### config.mk
export PLATFORM = sky130hd
export DESIGN_NAME = iou_ctrl
export DESIGN_NICKNAME = d
export VERILOG_FILES = /design/src/design/iou_pkg.sv /design/src/design/iou_ctrl.sv
export SDC_FILE = /design/constraint.sdc
export NUM_CORES = 1
export LEC_CHECK = 0
export ABC_AREA = 1
export BUFFER_PORTS_ARGS = -buffer_cell sky130_fd_sc_hd__buf_2
export CORE_AREA = 8 8 45 47
export CTS_CLUSTER_SIZE = 10
export DETAILED_ROUTE_END_ITERATION = 6
export DIE_AREA = 0 0 53 55
export PLACE_DENSITY = 0.66
export SLEW_MARGIN = 0
export SYNTH_ARGS = -nofsm -noshare
export SYNTH_HDL_FRONTEND = slang
export SYNTH_SLANG_ARGS = --single-unit
### constraint.sdc
create_clock -name clk -period 1.2 [get_ports clk]
set_clock_uncertainty 0.1 [all_clocks]
set_input_delay 0.18 -clock clk [delete_from_list [all_inputs] [get_ports clk]]
set_output_delay 0.18 -clock clk [all_outputs]
set_load 0.005 [all_outputs]
### src/design/iou_pkg.sv
// Shared types and constants for the IoU track label association block.
// Used by the controller, the datapath and the top level.
package iou_pkg;
	localparam int TRACK_DEPTH = 64;
	localparam int FRAME_DETECTIONS = 32;
	localparam int COORD_BITS = 12;
	localparam int TIDX_BITS = $clog2(TRACK_DEPTH);
	localparam int TCNT_BITS = $clog2(TRACK_DEPTH + 1);
	localparam int PIDX_BITS = (FRAME_DETECTIONS > 1) ? $clog2(FRAME_DETECTIONS) : 1;
	localparam int PCNT_BITS = $clog2(FRAME_DETECTIONS + 1);
	localparam int LABEL_BITS = 16;
	localparam int CLASS_BITS = 8;
	localparam int EDGE_BITS = COORD_BITS + 1;
	localparam int AREA_BITS = 2 * COORD_BITS;
	localparam int UNION_BITS = AREA_BITS + 1;
	localparam int CMP_BITS = AREA_BITS + 4;

	localparam logic CMD_DETECT = 1'b0;
	localparam logic CMD_END = 1'b1;

	typedef struct packed {
		logic [COORD_BITS-1:0] left;
		logic [COORD_BITS-1:0] top;
		logic [COORD_BITS-1:0] width;
		logic [COORD_BITS-1:0] height;
	} box_t;

	typedef struct packed {
		logic [CLASS_BITS-1:0] cls;
		logic [LABEL_BITS-1:0] label;
	} tag_t;

	typedef enum logic [3:0] {
		ST_IDLE,
		ST_RD,
		ST_CMP1,
		ST_CMP2,
		ST_CMP3,
		ST_DEC,
		ST_PUSH,
		ST_ERD,
		ST_EWAIT,
		ST_EOUT
	} state_t;

	typedef struct packed {
		logic load_in;
		logic rd_track;
		logic decide;
		logic push_pending;
		logic rd_pending;
		logic emit;
		logic end_frame;
	} cmd_t;

	typedef struct packed {
		logic is_end;
		logic pend_full;
		logic scan_done;
		logic pend_last;
		logic out_busy;
	} status_t;
endpackage

### src/design/iou_ctrl.sv
// Controller state machine for the IoU track label association block.
// Depends on iou_pkg; drives the datapath by command and reads its status.
module iou_ctrl (
	input  logic             clk,
	input  logic             arst_n,
	input  logic             in_valid,
	output logic             in_ready,
	input  iou_pkg::status_t st,
	output iou_pkg::cmd_t    cmd
);
	import iou_pkg::*;

	state_t state_q, state_d;

	always_ff @(posedge clk or negedge arst_n) begin
		if (!arst_n) begin
			state_q <= ST_IDLE;
		end else begin
			state_q <= state_d;
		end
	end

	always_comb begin
		state_d = state_q;
		cmd = '0;
		in_ready = 1'b0;
		unique case (state_q)
			ST_IDLE: begin
				in_ready = 1'b1;
				if (in_valid) begin
					cmd.load_in = 1'b1;
					state_d = ST_DEC;
				end
			end
			ST_DEC: begin
				if (st.is_end) begin
					state_d = st.pend_last ? ST_IDLE : ST_ERD;
					if (st.pend_last) begin
						cmd.end_frame = 1'b1;
					end else begin
						cmd.rd_pending = 1'b1;
					end
				end else if (st.pend_full) begin
					cmd.push_pending = 1'b1;
					state_d = ST_IDLE;
				end else if (st.scan_done) begin
					state_d = ST_PUSH;
				end else begin
					cmd.rd_track = 1'b1;
					state_d = ST_RD;
				end
			end
			ST_RD: state_d = ST_CMP1;
			ST_CMP1: state_d = ST_CMP2;
			ST_CMP2: state_d = ST_CMP3;
			ST_CMP3: begin
				cmd.decide = 1'b1;
				state_d = ST_DEC;
			end
			ST_PUSH: begin
				cmd.push_pending = 1'b1;
				state_d = ST_IDLE;
			end
			ST_ERD: state_d = ST_EWAIT;
			ST_EWAIT: state_d = ST_EOUT;
			ST_EOUT: begin
				if (!st.out_busy) begin
					cmd.emit = 1'b1;
					if (st.pend_last) begin
						cmd.end_frame = 1'b1;
						state_d = ST_IDLE;
					end else begin
						cmd.rd_pending = 1'b1;
						state_d = ST_ERD;
					end
				end
			end
			default: state_d = ST_IDLE;
		endcase
	end
endmodule

# Yosys cells after proc, flatten, opt, wreduce, memory -nomap -nowiden
# Index checks and enable logic that the tools add are counted.
# totals
ff_bits,4
inputBits,8
wordCells,40
out_inout_bits,8
# classes
n_mux,26
eq_ne,11
reduce_logical,2
# op_table
op,count
$pmux W4 S9,1
$eq A4 B3 Y1 const B,4
$mux W4,4
$mux W1,15
$mux W3,3
$eq A4 B2 Y1 const B,2
$eq A4 B4 Y1 const B,2
$pmux W1 S2,3
$eq A4 B1 Y1 const B,1
$logic_not A4 Y1,1
$ne A2 B2 Y1 const B,2
$reduce_and A2 Y1,1

# Longest topological paths before layout
# logic_depth
depth_word,4
mapped_depth,9
depth_no_buf,9

# Worst setup path after synthesis
# Ideal clock, no wire load.
# synth_timing
path_kind,register -> output
startpoint,reg state_q[1]
endpoint,out cmd[0] (netlist bit)
arrival_time_ns,0.956
setup_slack_ns,-0.036
path_stages_with_launch,4
n_path_buf,0
required_ns,0.920
path_cell_list,dfrtp_1 nor2_4 nand2_1 o32ai_1
# synth_lines
element,line,rtl
"start, declared",iou_ctrl.sv:13,"state_t state_q, state_d;"
"start signal, assigned",iou_ctrl.sv:19,state_q <= state_d;
"end, declared",iou_ctrl.sv:9,output iou_pkg::cmd_t cmd

==> impl_metrics.tcl <==
set metrics [dict create \
    grt_max_degree 7 \
    stdcell_count 109 \
    start_util 0.278 \
    die_x_um 53 \
    worstSetupStartpointType "register" \
    maxClockFrequency_ghz 0.638 \
    synth_compound_area_frac 0.0977 \
    ys_seq_area_frac 0.261 \
    dr.first_iter.drc_count 5 \
    ios 16 \
    final_max_slew_viol_count 0 \
    clock_sinks 4 \
    gp_congestion 0.799 \
    ant_nets 0 \
    cpPeakStageDelay_ns 0.43 \
    fin_area_um2 696 \
    drv_cap 0 \
    cts_tree "yes" \
    grt_pass1_wl_um 2090 \
    dr_wl_met2_um 771 \
    slew_headroom 0.830 \
    reg2reg_depth 8 \
    synthSimpleGateAreaFrac 0.554 \
    num_rows 14 \
    status "finished, violations left" \
    worst_path_max_delay_cell "dfrtp_2" \
    cts_root_buf "clkbuf_4" \
    top_regs "state_q x4" \
    syn_inst 61 \
    place_inst 100 \
    crit_chain "nor2_4, nand2_4, o32ai_2, buf_2" \
    nets 102 \
    synthesis.area_um2 384 \
    wl_met3_um 25 \
    grt_antenna_before_repair 0 \
    die_height_um 55 \
    violations "setup timing" \
    overflow 0 \
    cp_num_buf_inv 1 \
    io_buffers 15 \
    muxShareOfSynthArea 0 \
    vias 502 \
    wl_met1_um 461 \
    largest_reg_flops 4 \
    synthXorXnorAreaFrac 0 \
    clk_latency_ns 0.24 \
    core_area_um2 1380 \
    vias_per_cell 4.61 \
    area_growth_pct 81.1 \
    worstPathArrival_ns 1.29 \
    die-area_um2 2920 \
    end_kind "output pin" \
    h-tree-depth 1 \
    dpl_worst_slack_ns -0.156 \
    synthAdderAreaFrac 0 \
    setup_viol 12 \
    antennaDiodeCount 0 \
    fin_crit_ns 1.57 \
    critPathKind "register to output pin" \
    synth.net_count 69 \
    tightest_slew_ns 0.255 \
    drive_gt1_frac 0.570 \
    crit_family "flip-flops" \
    numCtsBuffers 3 \
    clockBufferDepth 2 \
    wl_um 1260 \
    rsz0062_at_grt "yes" \
    synth_top_family_by_area "simple AND/OR/NAND/NOR gates" \
    post-route-period-util 1.31 \
    ys.warnings.count 0 \
    synth_cell_type_count 17 \
    ys_ff_latch 4 \
    finalSetupTns_ns -2.86 \
    required_ns 0.92 \
    hpwl_um 957 \
    drt-wirelength-per-cell_um 11.5 \
    drcViolationCount 0 \
    hold_path_class "primary input to asynchronous set/reset pin" \
    placed_area_um2 561 \
    path_max_fanout 3 \
    regMostFlops "state_q" \
    power_density_nw_per_um2 2280 \
    clk_pin_slew_worst_paths_ns 0.04 \
    total_leakage_power_nw 0.370 \
    nFillCells 144 \
    drtPass1Iterations 3 \
    ir_drop_v 0.00108 \
    track_usage 0.0947 \
    highest_layer "met3" \
    hold_violations 0 \
    grt_pass1_vias 524 \
    syn_avg_cell_area_um2 6.30 \
    timing.final.ws_setup_ns -0.367 \
    holdWs_ns 0.172 \
    worstSetupPathDepth 4 \
]
## where the power goes
part | total, mW | internal, mW | switching [mW] | leakage [nW]
logic | 1.14 | 0.523 | 0.613 | 0.305
clock network | 0.182 | 0.125 | 0.0575 | 0.0150
registers | 0.268 | 0.204 | 0.0637 | 0.0493
## logic make-up after synthesis
| logic type | after synthesis |
|---|---|
| AOI/OAI and AO/OA | 5 |
| and+or+nand+nor | 43 |
| buffers and inverters | 9 |
| DFF | 4 |
## worst paths after layout
| check | startpoint | end | slack, ns |
|---|---|---|---|
| worst min-delay path | arst_n | state_q[2] | 0.17 |
| worst max register to register | state_q[3] | state_q[1] | -0.15 |
| worst min register to register | state_q[2] | state_q[3] | 0.64 |
| worst max-delay path | state_q[1] | cmd[0] | -0.37 |
| min in group clk | in_valid | state_q[2] | 0.24 |
| max in group asynchronous | arst_n | state_q[1] | 0.70 |
## layout make-up
cell class              count  area, µm²  area share
multi-input cells          48        325       0.468
flip-flops and latches      4        101       0.146
inverters                   9       33.8      0.0486
well taps                  16       20.0      0.0288
clock buffers               4       26.3      0.0378
repair buffers             28        189       0.272
## cells in the final DEF (no fill, tap or decap), drive strengths merged
master,count
o31ai,1
buf,27
o211ai,1
o32ai,2
inv,9
nor3,1
a21oi,1
clkbuf,4
nand3,7
nor3b,1
dfrtp,4
nand2,18
dlygate4sd3,1
nor4,1
nor2,15
## routing by layer
layer / track usage / vias up
li1: - / 259
met1: 0.0902 / 241
met2: 0.188 / 2
met3: 0.0241 / 0
met4: 0.0388 / 0
met5: 0 / -
## what timing repair did
item | in CTS | in global routing
pin swaps | 2 | 5
gates resized for setup | 10 | 8
setup endpoints to repair | 11 | 12
buffers inserted | 4 | 0
hold endpoints to repair | 4 | 0
hold buffers | 1 | 0
gates cloned | 0 | 0
## synth_stat cells
master / instances / area, µm²
inv_2: 2 / 7.51
nor4_1: 1 / 6.26
a21oi_1: 1 / 5.00
o32ai_1: 2 / 17.5
dfrtp_1: 4 / 100
nand2_2: 2 / 12.5
nand2_4: 1 / 11.3
nor2_2: 2 / 12.5
nor2_4: 1 / 11.3
nor2_1: 12 / 45.0
nand2_1: 15 / 56.3
o211ai_1: 1 / 7.51
inv_1: 7 / 26.3
o31ai_1: 1 / 7.51
nand3_1: 7 / 35.0
nor3_2: 1 / 10.0
nor3b_2: 1 / 12.5
## metrics by stage
step	util	power (mW)
floorplan	-	0.822
global placement	0.405	1.16
detailed placement	0.405	1.18
CTS	0.480	1.54
global route	0.503	1.75
finish	0.503	1.59
Power figures use the tool's default switching activity.
